$ cat config.mk
export PLATFORM = sky130hd
export DESIGN_NAME = binary_to_ascii_hex_dec
export DESIGN_NICKNAME = d
export VERILOG_FILES = /design/src/sv/bthd_pkg.sv /design/src/sv/bthd_dp.sv /design/src/sv/bthd_ctrl.sv /design/src/sv/binary_to_ascii_hex_dec.sv
export VERILOG_INCLUDE_DIRS = /design/src /design/src/sv
export SDC_FILE = /design/constraint.sdc
export NUM_CORES = 1
export LEC_CHECK = 0
export BUFFER_PORTS_ARGS = -buffer_cell sky130_fd_sc_hd__buf_2
export CAP_MARGIN = 10
export CORE_MARGIN = 1
export CORE_UTILIZATION = 30
export CTS_BUF_LIST = sky130_fd_sc_hd__clkbuf_2 sky130_fd_sc_hd__clkbuf_4 sky130_fd_sc_hd__clkbuf_8
export CTS_CLUSTER_DIAMETER = 120
export DETAILED_ROUTE_END_ITERATION = 8
export PLACE_DENSITY = 0.56
export SYNTH_ARGS = -nofsm -noshare
export SYNTH_HDL_FRONTEND = slang
export SYNTH_SLANG_ARGS = --single-unit
$ cat constraint.sdc
create_clock -name clk -period 4.4 [get_ports clk]
set_input_delay 0 -clock clk [delete_from_list [all_inputs] [get_ports clk]]
set_output_delay 0 -clock clk [all_outputs]
set_load 0.05 [all_outputs]
$ cat src/sv/binary_to_ascii_hex_dec_assert.svh
// Assertion macros used by the binary to ASCII converter controller.
`ifndef BINARY_TO_ASCII_HEX_DEC_ASSERT_SVH
`define BINARY_TO_ASCII_HEX_DEC_ASSERT_SVH

// Check a property on every rising clock edge outside of reset.
`define BTHD_ASSERT(label, clk, rst_n, prop, msg) \
    label: assert property (@(posedge clk) disable iff (!rst_n) (prop)) else $error(msg);

// Check that a condition implies a consequence in the next cycle.
`define BTHD_ASSERT_NEXT(label, clk, rst_n, cond, conseq, msg) \
    label: assert property (@(posedge clk) disable iff (!rst_n) (cond) |=> (conseq)) \
        else $error(msg);

`endif

$ cat src/sv/bthd_pkg.sv
// Types and constants shared by the binary to ASCII converter modules.
`default_nettype none

package bthd_pkg;

    localparam int STORE_DEPTH = 20;
    localparam int IDX_W       = 5;
    localparam int IN_W        = 64;
    localparam int CHAR_W      = 7;

    localparam logic [CHAR_W-1:0] ASCII_ZERO = 7'h30;
    localparam logic [CHAR_W-1:0] ASCII_A    = 7'h41;
    localparam logic [CHAR_W-1:0] ASCII_X    = 7'h78;

    typedef enum logic [1:0] {
        SEL_ZERO  = 2'd0,
        SEL_X     = 2'd1,
        SEL_DIGIT = 2'd2
    } char_sel_t;

    typedef struct packed {
        logic      load;
        logic      dabble;
        logic      scan;
        logic      push;
        char_sel_t sel;
        logic      last;
    } bthd_cmd_t;

    typedef struct packed {
        logic conv_last;
        logic digit_zero;
        logic idx_zero;
        logic out_free;
    } bthd_sts_t;

    function automatic logic [CHAR_W-1:0] digit_to_ascii(input logic [3:0] d);
        logic [CHAR_W-1:0] res;
        if (d >= 4'hA)
            res = ASCII_A + CHAR_W'(d - 4'hA);
        else
            res = ASCII_ZERO + CHAR_W'(d);
        return res;
    endfunction

endpackage

`default_nettype wire

$ cat src/sv/bthd_dp.sv
// Datapath: double-dabble digit register, digit pointer and output register.
`default_nettype none

module bthd_dp
    import bthd_pkg::*;
#(
    parameter int VALUE_WIDTH = 64
)
(
    input  wire logic              clk,
    input  wire logic              rst_n,
    input  wire logic [IN_W-1:0]   value,
    input  wire logic              mode,
    input  wire bthd_cmd_t         cmd,
    output bthd_sts_t              sts,
    output logic [CHAR_W-1:0]      ascii_char,
    output logic                   last,
    output logic                   out_valid,
    input  wire logic              out_ready
);

    localparam int CNT_W      = $clog2(VALUE_WIDTH);
    localparam int NIBBLES    = (VALUE_WIDTH + 3) / 4;
    localparam int HEX_DIGITS = (NIBBLES > 16) ? 16 : NIBBLES;

    logic [VALUE_WIDTH-1:0]   shift_reg, shift_next;
    logic [CNT_W-1:0]         cnt_reg, cnt_next;
    logic [IDX_W-1:0]         idx_reg, idx_next;
    logic [3:0]               digit_reg [STORE_DEPTH];
    logic [3:0]               digit_next [STORE_DEPTH];
    logic [3:0]               adj [STORE_DEPTH];
    logic [4*STORE_DEPTH-1:0] padded;
    logic [3:0]               cur_digit;
    logic                     out_valid_reg, out_valid_next;
    logic [CHAR_W-1:0]        char_reg, char_next;
    logic                     last_reg, last_next;

    assign padded    = (4*STORE_DEPTH)'(value[VALUE_WIDTH-1:0]);
    assign cur_digit = digit_reg[idx_reg];

    // Add three to every digit of five or more before the shift.
    always_comb
    begin
        for (int k = 0; k < STORE_DEPTH; k++)
        begin
            if (digit_reg[k] >= 4'd5)
                adj[k] = digit_reg[k] + 4'd3;
            else
                adj[k] = digit_reg[k];
        end
    end

    always_comb
    begin
        shift_next = shift_reg;
        cnt_next   = cnt_reg;
        idx_next   = idx_reg;
        digit_next = digit_reg;
        if (cmd.load)
        begin
            shift_next = value[VALUE_WIDTH-1:0];
            cnt_next   = '0;
            if (mode)
            begin
                for (int k = 0; k < STORE_DEPTH; k++)
                    digit_next[k] = padded[4*k +: 4];
                idx_next = IDX_W'(HEX_DIGITS - 1);
            end
            else
            begin
                for (int k = 0; k < STORE_DEPTH; k++)
                    digit_next[k] = '0;
                idx_next = IDX_W'(STORE_DEPTH - 1);
            end
        end
        else if (cmd.dabble)
        begin
            for (int k = 0; k < STORE_DEPTH; k++)
            begin
                if (k == 0)
                    digit_next[k] = {adj[k][2:0], shift_reg[VALUE_WIDTH-1]};
                else
                    digit_next[k] = {adj[k][2:0], adj[k-1][3]};
            end
            shift_next = {shift_reg[VALUE_WIDTH-2:0], 1'b0};
            cnt_next   = cnt_reg + 1'b1;
        end
        else if (cmd.scan || (cmd.push && cmd.sel == SEL_DIGIT && idx_reg != '0))
        begin
            idx_next = idx_reg - 1'b1;
        end
    end

    always_comb
    begin
        out_valid_next = out_valid_reg;
        char_next      = char_reg;
        last_next      = last_reg;
        if (cmd.push)
        begin
            out_valid_next = 1'b1;
            last_next      = cmd.last;
            case (cmd.sel)
                SEL_ZERO:  char_next = ASCII_ZERO;
                SEL_X:     char_next = ASCII_X;
                SEL_DIGIT: char_next = digit_to_ascii(cur_digit);
                default:   char_next = digit_to_ascii(cur_digit);
            endcase
        end
        else if (out_ready)
        begin
            out_valid_next = 1'b0;
        end
    end

    always_ff @(posedge clk or negedge rst_n)
    begin
        if (!rst_n)
        begin
            shift_reg     <= '0;
            cnt_reg       <= '0;
            idx_reg       <= '0;
            out_valid_reg <= 1'b0;
        end
        else
        begin
            shift_reg     <= shift_next;
            cnt_reg       <= cnt_next;
            idx_reg       <= idx_next;
            out_valid_reg <= out_valid_next;
        end
    end

    always_ff @(posedge clk)
    begin
        digit_reg <= digit_next;
        char_reg  <= char_next;
        last_reg  <= last_next;
    end

    assign sts.conv_last  = (cnt_reg == CNT_W'(VALUE_WIDTH - 1));
    assign sts.digit_zero = (cur_digit == 4'd0);
    assign sts.idx_zero   = (idx_reg == '0);
    assign sts.out_free   = !out_valid_reg || out_ready;

    assign ascii_char = char_reg;
    assign last       = last_reg;
    assign out_valid  = out_valid_reg;

endmodule

`default_nettype wire

$ cat src/sv/bthd_ctrl.sv
// Controller: sequences load, conversion, zero skip and character output.
`default_nettype none
`include "binary_to_ascii_hex_dec_assert.svh"

module bthd_ctrl
    import bthd_pkg::*;
(
    input  wire logic      clk,
    input  wire logic      rst_n,
    input  wire logic      in_valid,
    input  wire logic      mode,
    output logic           in_ready,
    input  wire bthd_sts_t sts,
    output bthd_cmd_t      cmd
);

    typedef enum logic [5:0] {
        ST_IDLE = 6'b000001,
        ST_CONV = 6'b000010,
        ST_PFX0 = 6'b000100,
        ST_PFXX = 6'b001000,
        ST_SCAN = 6'b010000,
        ST_EMIT = 6'b100000
    } state_t;

    state_t state_reg, state_next;

    assign in_ready = (state_reg == ST_IDLE);

    always_comb
    begin
        cmd        = '0;
        state_next = state_reg;
        case (state_reg)
            ST_IDLE:
            begin
                if (in_valid)
                begin
                    cmd.load   = 1'b1;
                    state_next = mode ? ST_PFX0 : ST_CONV;
                end
            end
            ST_CONV:
            begin
                cmd.dabble = 1'b1;
                if (sts.conv_last)
                    state_next = ST_SCAN;
            end
            ST_PFX0:
            begin
                if (sts.out_free)
                begin
                    cmd.push   = 1'b1;
                    cmd.sel    = SEL_ZERO;
                    state_next = ST_PFXX;
                end
            end
            ST_PFXX:
            begin
                if (sts.out_free)
                begin
                    cmd.push   = 1'b1;
                    cmd.sel    = SEL_X;
                    state_next = ST_SCAN;
                end
            end
            ST_SCAN:
            begin
                // Skip leading zeros, always keep the lowest digit
                if (sts.digit_zero && !sts.idx_zero)
                    cmd.scan = 1'b1;
                else
                    state_next = ST_EMIT;
            end
            ST_EMIT:
            begin
                if (sts.out_free)
                begin
                    cmd.push = 1'b1;
                    cmd.sel  = SEL_DIGIT;
                    cmd.last = sts.idx_zero;
                    if (sts.idx_zero)
                        state_next = ST_IDLE;
                end
            end
            default:
            begin
                state_next = ST_IDLE;
            end
        endcase
    end

    always_ff @(posedge clk or negedge rst_n)
    begin
        if (!rst_n)
            state_reg <= ST_IDLE;
        else
            state_reg <= state_next;
    end

    `BTHD_ASSERT(a_push_free, clk, rst_n, !cmd.push || sts.out_free,
        "character pushed while output register is full")
    `BTHD_ASSERT_NEXT(a_load_busy, clk, rst_n, cmd.load, !in_ready,
        "input still ready after a transaction was taken")
    `BTHD_ASSERT_NEXT(a_conv_end, clk, rst_n, cmd.dabble && sts.conv_last,
        state_reg == ST_SCAN, "conversion end did not move to the zero skip")
    `BTHD_ASSERT_NEXT(a_last_idle, clk, rst_n, cmd.push && cmd.last,
        in_ready, "final character did not return to idle")

endmodule

`default_nettype wire

$ cat src/sv/binary_to_ascii_hex_dec.sv
// Top level of the binary to ASCII decimal and hexadecimal converter.
//
// Input channel (s_*): one transaction carries a 64-bit number in s_tdata and
// the mode in s_tuser (0 decimal, 1 hex with "0x" prefix, upper case). Only
// the low VALUE_WIDTH bits of the number are used.
// Output channel (m_*): one transaction per ASCII character, most significant
// first; m_tlast marks the final character of a number.
// Timing: one number at a time, s_tready is high only while idle.
// Decimal: a load step and a serial double dabble, then the single digit read
// pointer drops leading zero digits and emits the rest (20 digits in all).
// Hex: a load step and 2 prefix characters, then the digit read pointer drops
// leading zero nibbles and emits the rest (16 nibbles for 64 bits). m_tvalid
// rises in the cycle after each character is pushed; m_tready stalls add to
// the conversion time.
// Reset: state machine returns to idle, output register empties.
// Stall: a full output register holds while m_tready is low and the
// controller waits; no character is lost or repeated.
`default_nettype none

module binary_to_ascii_hex_dec
    import bthd_pkg::*;
#(
    parameter int VALUE_WIDTH = 64
)
(
    input  wire logic        clk,
    input  wire logic        rst_n,
    input  wire logic        s_tvalid,
    output logic             s_tready,
    input  wire logic [63:0] s_tdata,   // [63:0] value
    input  wire logic        s_tuser,   // [0] mode
    output logic             m_tvalid,
    input  wire logic        m_tready,
    output logic [7:0]       m_tdata,   // [6:0] ascii_char, [7] zero
    output logic             m_tlast
);

    bthd_cmd_t         cmd;
    bthd_sts_t         sts;
    logic [CHAR_W-1:0] ascii_char;

    bthd_ctrl u_ctrl (
        .clk      (clk),
        .rst_n    (rst_n),
        .in_valid (s_tvalid),
        .mode     (s_tuser),
        .in_ready (s_tready),
        .sts      (sts),
        .cmd      (cmd)
    );

    bthd_dp #(
        .VALUE_WIDTH (VALUE_WIDTH)
    ) u_dp (
        .clk        (clk),
        .rst_n      (rst_n),
        .value      (s_tdata),
        .mode       (s_tuser),
        .cmd        (cmd),
        .sts        (sts),
        .ascii_char (ascii_char),
        .last       (m_tlast),
        .out_valid  (m_tvalid),
        .out_ready  (m_tready)
    );

    assign m_tdata = {1'b0, ascii_char};

endmodule

`default_nettype wire
==> metrics, run 1 <==
dominant combinational cell family by area after synthesis=simple AND/OR/NAND/NOR gates; Inserted Clock Buffers=17; global placement routability congestion=~0.84; Pre-antenna DRT Iters=5; slowest cell on the critical path=sky130_fd_sc_hd__dfrtp_1; Synth Flop Type=sky130_fd_sc_hd__edfxtp_1; fraction of the mapped netlist area in compound gates=about 16%; area growth from synthesis to layout=18.7%; count of state elements after synthesis=170; Clock Tree Root=sky130_fd_sc_hd__clkbuf_8; Final Routed Wirelength=roughly 25000 um; Hold Vio Cnt, Final=0; Post-Route Setup TNS=0 ps; buffers from clock root to sink, at most=2; PwrDens=760 nW/um^2; ordered list of cells on the worst path=mux4_2 > mux4_2 > a21oi_2 > ha_1 > nand2_1 > or2_2 > o31ai_2 > mux2_2 > nand3_1; initial cell density of the core=just over 30%; Placement Rows=66; Critical Path Sink Type=flop; endpoint arrival time on the critical path=4110 ps; ANT cells=0; Cells after Synth=around 1000; number of setup buffers added after CTS=0; setup repair after global routing missed its margin=false; utilization of the core after routing=between 30% and 40%; wire length of the first global-routing pass=40100 um; Mapped Avg Cell Area=9.55 um^2; initial antenna violation count=0; post-place setup slack=between 700 and 800 ps; relative slew slack=slightly above 30%; multiplexer share of the synthesized area=5.20%; family with the most delay on the worst path=multiplexers; top area cells in the synthesized netlist=sky130_fd_sc_hd__edfxtp_1 26%, sky130_fd_sc_hd__dfrtp_1 20%, sky130_fd_sc_hd__ha_1 6.1%, sky130_fd_sc_hd__nand2_1 6.1%, sky130_fd_sc_hd__a22oi_1 4.8%; Worst Setup Start Kind=flop; fraction of registers with async set/reset=between 40% and 50%; count of clock tree sinks=170; final period utilization=84.1%; core footprint=32600 um^2; H-tree depth=4; net total in the final layout=1284; Post-Syn Nets=1164; buffers plus inverters on the worst setup path=0; top library cells by usage in the layout, fill and taps aside=163 x sky130_fd_sc_hd__nand2_1, 93 x sky130_fd_sc_hd__o21ai_0, 88 x sky130_fd_sc_hd__a21oi_1, 88 x sky130_fd_sc_hd__edfxtp_1, 81 x sky130_fd_sc_hd__dfrtp_1; Pleak=4.97 nW; clock insertion delay at the later pin of the skew report=490 ps; drc violations=0; worst-path fanout max=19; measured slew at the worst slew-check pin=1030 ps; CTS tree=yes; detailed placement HPWL=17000 um; worst vdd ir=0.000364 V; setup skew after layout=between 20 and 30 ps; max_cap viols=0; Synth Area in Adders=6.14%; Synthesis Warnings=0; total power=9.01 mW; Pins Over Slew Limit=0; cell type with the highest occurrence count on the critical path=sky130_fd_sc_hd__mux4_2; final antenna-violating net count=0; via count normalized by instance count=4.86; area fraction in and, or, nand and nor cells after synthesis=18.7%; max FFs per register=80; unique cell type count in the Yosys netlist=54; proportion of layout cells with a drive suffix above 1=around an eighth; status=completed; global-route usage over all layers=15.1%; Syn Std Cell Area=9990 um^2; final global-route overflow total=0; Die Wd=~180 um; number of synthesized flops with an enable pin=between 80 and 90; max incr delay on CP=760 ps; post-synthesis cell type with the largest combined area=sky130_fd_sc_hd__edfxtp_1; number of global-route vias before repair=~7600; die outline height=between 150 and 200 um; Final setup viols=0; detailed-route wire length per cell=15.2 um; final worst path period need=3700 ps; maximum number of pins on one net before global-route repair=92; Die Outline Area=34000 um^2; data required time at the worst endpoint=approximately 4800 ps; Iteration-0 DRC Markers=roughly 520; share of synthesized area occupied by flip-flops and latches=47.0%; area share of the largest cell type after synthesis=26.4%; area share of xor/xnor cells in the synthesized design=2.54%; number of top-level pins=80; Clk pin slew, worst setup/hold paths=90 ps; commonest non-fill, non-tap cell in the layout=sky130_fd_sc_hd__nand2_1; overall via count from detail_route=7874; worst min-delay path category=input pin to flop; multi-input gate area in the final layout=4860 um^2; final worst setup slack=700 ps; input/output buffers=between 70 and 80; Max Clk Rate=270 MHz; filler instances=3301; Register Area=4700 um^2; kind of critical path=flop to flop
metrics by stage:
stage                     cell area [um^2]  instances  hold slack, ps
after floorplan                       9990       1046            -296
after global placement               10800       1521           -87.7
after detailed placement             10800       1521           -87.5
after CTS                            11900       1621             197
after global routing                 11900       1621             282
final                                11900       1621             214
cell usage after synthesis, drive strengths merged (2+ instances only):
library cell,number
a31oi,2
ha,49
and3b,3
a211oi,5
a21oi,89
nor2b,5
nor3b,37
nand2b,22
nand4,5
xnor2,23
clkbuf,30
nor4,3
a22oi,64
and3,5
mux2,2
mux2i,20
nor3,7
o31ai,4
edfxtp,88
mux4,13
nand3,78
xor2,6
nor2,53
buf,27
o22ai,2
dfrtp,81
or3,3
nand2,163
nand3b,3
inv,50
o21ai,94
kinds of logic after synthesis:
group,Yosys count
AOI/OAI and AO/OA,265
DFF,170
and+or+nand+nor,390
buffers and inverters,107
muxes,35
other,1
adders and majority gates,49
xor gates and xnor gates,29
power by group:
group / internal, mW / total, mW / switching, mW
logic: 1.79 / 4.37 / 2.58
registers: 2.79 / 3.52 / 0.727
clock network: 0.432 / 1.12 / 0.689
worst paths after layout:
check                           slack [ps]          startpoint                   to  cells after the start
worst max-delay path                   700     u_dp.idx_reg[2]      u_dp.idx_reg[4]                      9
worst min-delay path                   210             s_tuser  u_ctrl.state_reg[2]                      4
worst max register to register         700     u_dp.idx_reg[2]      u_dp.idx_reg[4]                      9
worst min register to register         470  u_dp.shift_reg[27]   u_dp.shift_reg[28]                      2
max in group asynchronous             2970               rst_n      u_dp.cnt_reg[3]                      3
min in group asynchronous              260               rst_n   u_dp.shift_reg[52]                      3
final cells by class:
cell class | count | share of cell area (%)
Inverter | 50 | 1.58
Sequential cell | 170 | 39.6
Multi-Input combinational cell | 769 | 41.0
Timing Repair Buffer | 158 | 10.0
Clock buffer | 19 | 2.10
Tap cell | 442 | 4.66
Clock inverter | 13 | 1.06
per-layer routing:
metal	track usage, %	vias up	share of wire (%)
li1	-	3985	-
met1	21.0	3740	50
met2	23.9	127	46
met3	2.41	22	2.7
met4	4.60	0	1.4
met5	0	-	0
worst register-to-register path: stages (launching register included):
cell,delay [ps]
sky130_fd_sc_hd__dfrtp_1,760
sky130_fd_sc_hd__mux4_2,590
sky130_fd_sc_hd__mux4_2,490
sky130_fd_sc_hd__a21oi_2,310
sky130_fd_sc_hd__ha_1,210
sky130_fd_sc_hd__nand2_1,40
sky130_fd_sc_hd__or2_2,310
sky130_fd_sc_hd__o31ai_2,480
sky130_fd_sc_hd__mux2_2,390
sky130_fd_sc_hd__nand3_1,70
timing repair:
item                      4_1_cts  5_1_grt
resized for setup               0        0
hold endpoints to repair      154        0
hold buffers                   68        0
Note: power is estimated with default switching activity, not from simulation.
==> run 2: changes to the inputs <==
--- a/config.mk
+++ b/config.mk
@@ -13,7 +13,7 @@
 export CTS_BUF_LIST = sky130_fd_sc_hd__clkbuf_2 sky130_fd_sc_hd__clkbuf_4 sky130_fd_sc_hd__clkbuf_8
 export CTS_CLUSTER_DIAMETER = 120
 export DETAILED_ROUTE_END_ITERATION = 8
-export PLACE_DENSITY = 0.56
+export PLACE_DENSITY = 0.57
 export SYNTH_ARGS = -nofsm -noshare
 export SYNTH_HDL_FRONTEND = slang
 export SYNTH_SLANG_ARGS = --single-unit
==> constraint.sdc (replaced) <==
create_clock -name clk -period 3 [get_ports clk]
set_input_delay 0 -clock clk [delete_from_list [all_inputs] [get_ports clk]]
set_output_delay 0 -clock clk [all_outputs]
set_load 0.05 [all_outputs]
==> metrics, run 2 (synthesis gave the netlist of run 1 again) <==
max_cap viols=0; max FFs per register=80; buffers from clock root to sink, at most=2; measured slew at the worst slew-check pin=687 ps; relative slew slack=54.2%; proportion of layout cells with a drive suffix above 1=15.8%; area growth from synthesis to layout=22.5%; final std cells w/o fill=~1700; Max Clk Rate=349 MHz; initial antenna violation count=0; worst min-delay path category=input pin to flop; Switching Fraction=a little over two fifths; instance count along the most critical hold path=3; Post-Route Setup TNS=0 ps; count of clock tree sinks=170; top library cells by usage in the layout, fill and taps aside=163 x sky130_fd_sc_hd__nand2_1, 93 x sky130_fd_sc_hd__o21ai_0, 88 x sky130_fd_sc_hd__a21oi_1, 88 x sky130_fd_sc_hd__edfxtp_1, 80 x sky130_fd_sc_hd__dfrtp_1; die outline height=184 um; setup repair after global routing missed its margin=false; H-tree depth=4; kind of critical path=flop to flop; overall via count from detail_route=8104; worst-path fanout max=4; final antenna-violating net count=0; CTS tree=yes; post-place setup slack=~10 ps; final worst setup slack=133 ps; GRT met3 Usage=2.47%; Pre-antenna DRT Iters=5; final period utilization=95.6%; filler instances=between 3000 and 4000; Die Wd=about 180 um; Int Power=8.02 mW; switching power total=approximately 6 mW; Clock power frac=13.2%; worst vdd ir=between 0.0005 and 0.0006 V; number of top-level pins=80; Placement Rows=66; final worst path period need=2870 ps; Final setup viols=0; Iteration-0 DRC Markers=608; Worst Hold Margin=33.3 ps; number of global-route vias before repair=7919; Final Routed Wirelength=25600 um; number of cells after detailed placement=around 1500; total power=between 10 and 15 mW; Die Outline Area=34000 um^2; busiest metal layer after global routing=met2; M1 GR Usage=20.9%; combinational power share=50.4%; endpoint arrival time on the critical path=3290 ps; drc violations=0; commonest non-fill, non-tap cell in the layout=sky130_fd_sc_hd__nand2_1; initial cell density of the core=30.6%; core footprint=32600 um^2; final global-route overflow total=0; Clk pin slew, worst setup/hold paths=100 ps; ANT cells=0; wire length of the first global-routing pass=41800 um; R2R cell count=10; detailed-route wire length per cell=about 15 um; Critical Path Sink Type=flop; input/output buffers=slightly below 80; Hold Vio Cnt, Final=0; status=completed; utilization of the core after routing=a little under two fifths; sequential fraction of design power=36.3%; PwrDens=approximately 1100 nW/um^2; Pleak=5.16 nW; net total in the final layout=1314; Register Area=4700 um^2; global placement routability congestion=about 0.85; data required time at the worst endpoint=around 3400 ps; setup skew after layout=between 20 and 25 ps; global-route usage over all layers=15.6%; Inserted Clock Buffers=17; maximum number of pins on one net before global-route repair=115; multi-input gate area in the final layout=4910 um^2; Worst Setup Start Kind=flop; fin area=12200 um^2; instance area after placement=11000 um^2; global routing met2 resource utilization=25.7%; via count normalized by instance count=4.91; detailed placement HPWL=18300 um; Clock Tree Root=sky130_fd_sc_hd__clkbuf_8; Pins Over Slew Limit=0; clock insertion delay at the later pin of the skew report=470 ps
## run 2: changes by cell type in the layout (fill, tap and decap cells not counted), sizes merged
cell | before | now
clkinv | 3 | 7
clkbuf | 19 | 18
inv | 60 | 52
buf | 90 | 120
clkinvlp | 0 | 1
bufinv | 0 | 4
## run 2: worst paths after layout
kind	startpoint	end	slack, ps
setup / recovery	u_dp.idx_reg[3]	u_dp.idx_reg[2]	130
hold / removal	s_tuser	u_ctrl.state_reg[2]	30
setup reg to reg	u_dp.idx_reg[3]	u_dp.idx_reg[2]	130
hold reg to reg	u_dp.shift_reg[57]	u_dp.shift_reg[57]	480
max in group asynchronous	rst_n	u_dp.shift_reg[55]	1950
min in group asynchronous	rst_n	u_dp.shift_reg[63]	160
## run 2: area by class of cell
| type | instances | share of cell area, % |
|---|---|---|
| repair buffers | 188 | 11.8 |
| inverters | 50 | 1.56 |
| well taps | 442 | 4.52 |
| multi-input cells | 769 | 40.1 |
| clock inverters | 14 | 1.57 |
| clock buffers | 18 | 2.02 |
| flip-flops and latches | 170 | 38.4 |
## run 2: what timing repair did
item / in CTS / in global routing
pin swaps: 0 / 3
gates resized for setup: 1 / 10
setup buffers: 0 / 3
hold endpoints to repair: 214 / 0
endpoints found under the setup margin: 2 / 10
hold buffers: 68 / 0
## run 2: critical path, cell delays in order, from the launching register on
cell and delay, ps:
sky130_fd_sc_hd__dfrtp_2 440, sky130_fd_sc_hd__mux4_1 550, sky130_fd_sc_hd__mux4_2 530, sky130_fd_sc_hd__a21oi_4 160, sky130_fd_sc_hd__ha_1 160, sky130_fd_sc_hd__nand2_1 50, sky130_fd_sc_hd__or2_4 260, sky130_fd_sc_hd__nor3_4 190
sky130_fd_sc_hd__buf_4 140, sky130_fd_sc_hd__mux2i_1 170, sky130_fd_sc_hd__and3_1 160
## run 2: routing by layer
metal  vias up  routed length (um)
met4         0                 331
met3        16                 730
met5         -                   0
met2       136               12300
met1      3905               12200
li1       4047                   -
## run 2: power by group through the flow
| stage | clock network, mW | logic [mW] | registers (mW) |
|---|---|---|---|
| floorplan | 0 | 5.13 | 4.84 |
| global placement | 0 | 6.66 | 5.13 |
| detailed placement | 0 | 6.86 | 5.13 |
| CTS | 1.92 | 6.95 | 5.10 |
| global route | 2.01 | 7.97 | 5.26 |
| finish | 1.86 | 7.07 | 5.10 |
==> run 3: changes to the inputs <==
--- a/config.mk
+++ b/config.mk
@@ -6,14 +6,14 @@
 export SDC_FILE = /design/constraint.sdc
 export NUM_CORES = 1
 export LEC_CHECK = 0
-export BUFFER_PORTS_ARGS = -buffer_cell sky130_fd_sc_hd__buf_2
 export CAP_MARGIN = 10
 export CORE_MARGIN = 1
 export CORE_UTILIZATION = 30
 export CTS_BUF_LIST = sky130_fd_sc_hd__clkbuf_2 sky130_fd_sc_hd__clkbuf_4 sky130_fd_sc_hd__clkbuf_8
 export CTS_CLUSTER_DIAMETER = 120
 export DETAILED_ROUTE_END_ITERATION = 8
-export PLACE_DENSITY = 0.57
+export DONT_BUFFER_PORTS = 1
+export PLACE_DENSITY = 0.55
 export SYNTH_ARGS = -nofsm -noshare
 export SYNTH_HDL_FRONTEND = slang
 export SYNTH_SLANG_ARGS = --single-unit
==> metrics, run 3 (synthesis gave the netlist of run 1 again) <==
status=completed; utilization of the core after routing=a little over a third; instance area after placement=between 10000 and 15000 um^2; detailed placement HPWL=17300 um; final global-route overflow total=0; Pleak=4.85 nW; Die Wd=184 um; number of top-level pins=80; worst min-delay path category=input pin to flop; ANT cells=0; maximum number of pins on one net before global-route repair=between 100 and 150; global routing met2 resource utilization=25.1%; setup skew after layout=14.2 ps; sequential fraction of design power=37.8%; input/output buffers=0; Worst Hold Margin=50.9 ps; Inserted Clock Buffers=17; Clock power frac=12.5%; commonest non-fill, non-tap cell in the layout=sky130_fd_sc_hd__nand2_1; final worst path period need=2850 ps; number of cells after detailed placement=between 1000 and 1500; endpoint arrival time on the critical path=3090 ps; initial antenna violation count=0; final period utilization=a little over nine tenths; overall via count from detail_route=7830; Switching Fraction=between 40% and 50%; Clock Tree Root=sky130_fd_sc_hd__clkbuf_8; slowest cell on the critical path=sky130_fd_sc_hd__mux4_2; measured slew at the worst slew-check pin=719 ps; Worst Setup Start Kind=flop; PwrDens=around 1200 nW/um^2; Iteration-0 DRC Markers=roughly 500; worst vdd ir=0.000375 V; final worst setup slack=~150 ps; post-place setup slack=-19.6 ps; count of clock tree sinks=between 150 and 200; initial cell density of the core=30.6%; setup repair after global routing missed its margin=false; family with the most delay on the worst path=multiplexers; switching power total=between 5 and 6 mW; data required time at the worst endpoint=about 3200 ps; final antenna-violating net count=0; max incr delay on CP=520 ps; buffers from clock root to sink, at most=2; GRT met3 Usage=2.47%; Final setup viols=0; wire length of the first global-routing pass=40900 um; Die Outline Area=around 34000 um^2; Pre-antenna DRT Iters=7; die outline height=184 um; worst-path fanout max=9; max_cap viols=0; global placement routability congestion=roughly 0.85; buffers plus inverters on the worst setup path=4; combinational power share=49.7%; total power=13.7 mW; Clk pin slew, worst setup/hold paths=110 ps; detailed-route wire length per cell=15.6 um; max FFs per register=80; proportion of layout cells with a drive suffix above 1=9.98%; clock insertion delay at the later pin of the skew report=480 ps; Max Clk Rate=351 MHz; M1 GR Usage=between 20% and 30%; Critical Path Sink Type=flop; core footprint=between 30000 and 40000 um^2; CTS tree=yes; R2R cell count=12; drc violations=0; number of logic stages on the critical path including buffering=12; Pins Over Slew Limit=0; Hold Vio Cnt, Final=0; area growth from synthesis to layout=18.4%; instance count along the most critical hold path=3; net total in the final layout=1237; fin area=between 10000 and 15000 um^2; ordered list of cells on the worst path=buf_6 > mux4_2 > mux2i_1 > nor3_1 > a211oi_4 > buf_4 > buf_4 > inv_2 > ha_1 > a31oi_4 > mux2i_1 > nor2_1; Final Routed Wirelength=24600 um; R2R setup slack=150 ps; final std cells w/o fill=1574; relative slew slack=between 50% and 60%; via count normalized by instance count=4.97; Placement Rows=66; Int Power=7.74 mW; busiest metal layer after global routing=met2; filler instances=3282; Post-Route Setup TNS=0 ps; top library cells by usage in the layout, fill and taps aside=163 x sky130_fd_sc_hd__nand2_1, 93 x sky130_fd_sc_hd__o21ai_0, 88 x sky130_fd_sc_hd__a21oi_1, 88 x sky130_fd_sc_hd__edfxtp_1, 80 x sky130_fd_sc_hd__dfrtp_1; kind of critical path=flop to flop; H-tree depth=4; global-route usage over all layers=15.1%; number of global-route vias before repair=about 7700
-- run 3: final timing paths --
kind                                    start                   to
setup / recovery              u_dp.idx_reg[0]   u_dp.ascii_char[2]
hold / removal                        s_tuser   u_dp.digit_reg[72]
max in group asynchronous               rst_n  u_ctrl.state_reg[0]
hold reg to reg            u_dp.shift_reg[45]   u_dp.shift_reg[45]
setup reg to reg              u_dp.idx_reg[0]   u_dp.ascii_char[2]
min in group asynchronous               rst_n   u_dp.shift_reg[44]
-- run 3: worst register-to-register path: stages (launching register included) --
cell and delay [ps]:
sky130_fd_sc_hd__dfrtp_1 410, sky130_fd_sc_hd__buf_6 180, sky130_fd_sc_hd__mux4_2 530, sky130_fd_sc_hd__mux2i_1 150, sky130_fd_sc_hd__nor3_1 90, sky130_fd_sc_hd__a211oi_4 240
sky130_fd_sc_hd__buf_4 150, sky130_fd_sc_hd__buf_4 130, sky130_fd_sc_hd__inv_2 40, sky130_fd_sc_hd__ha_1 200, sky130_fd_sc_hd__a31oi_4 250, sky130_fd_sc_hd__mux2i_1 220
sky130_fd_sc_hd__nor2_1 50
-- run 3: repair_timing --
action / in CTS / in global routing
buffers inserted: 0 / 1
endpoints found under the setup margin: 2 / 7
hold endpoints to repair: 226 / 0
gates resized for setup: 1 / 6
pin swaps: 0 / 2
hold buffers: 70 / 0
-- run 3: power by group through the flow --
stage / combinational (mW) / sequential, mW / clock (mW)
after global placement: 6.53 / 5.22 / 0
after floorplan: 5.13 / 4.84 / 0
after CTS: 6.85 / 5.19 / 1.77
after global routing: 7.76 / 5.36 / 1.86
after detailed placement: 6.69 / 5.23 / 0
final: 6.82 / 5.19 / 1.72
-- run 3: cell type report --
cell class / count / area, um^2 / area share [%]
clock inverter: 15 / 169 / 1.43
clock buffer: 17 / 234 / 1.98
sequential: 170 / 4700 / 39.7
inverter: 50 / 191 / 1.62
timing repair buffer: 111 / 1100 / 9.31
multi-input combinational: 769 / 4880 / 41.3
tap: 442 / 553 / 4.68
-- run 3: routing by layer --
layer / vias up / part of all wire, %
li1: 3892 / -
met1: 3802 / 48
met2: 119 / 48
met3: 17 / 3.2
met4: 0 / 1.1
met5: - / 0
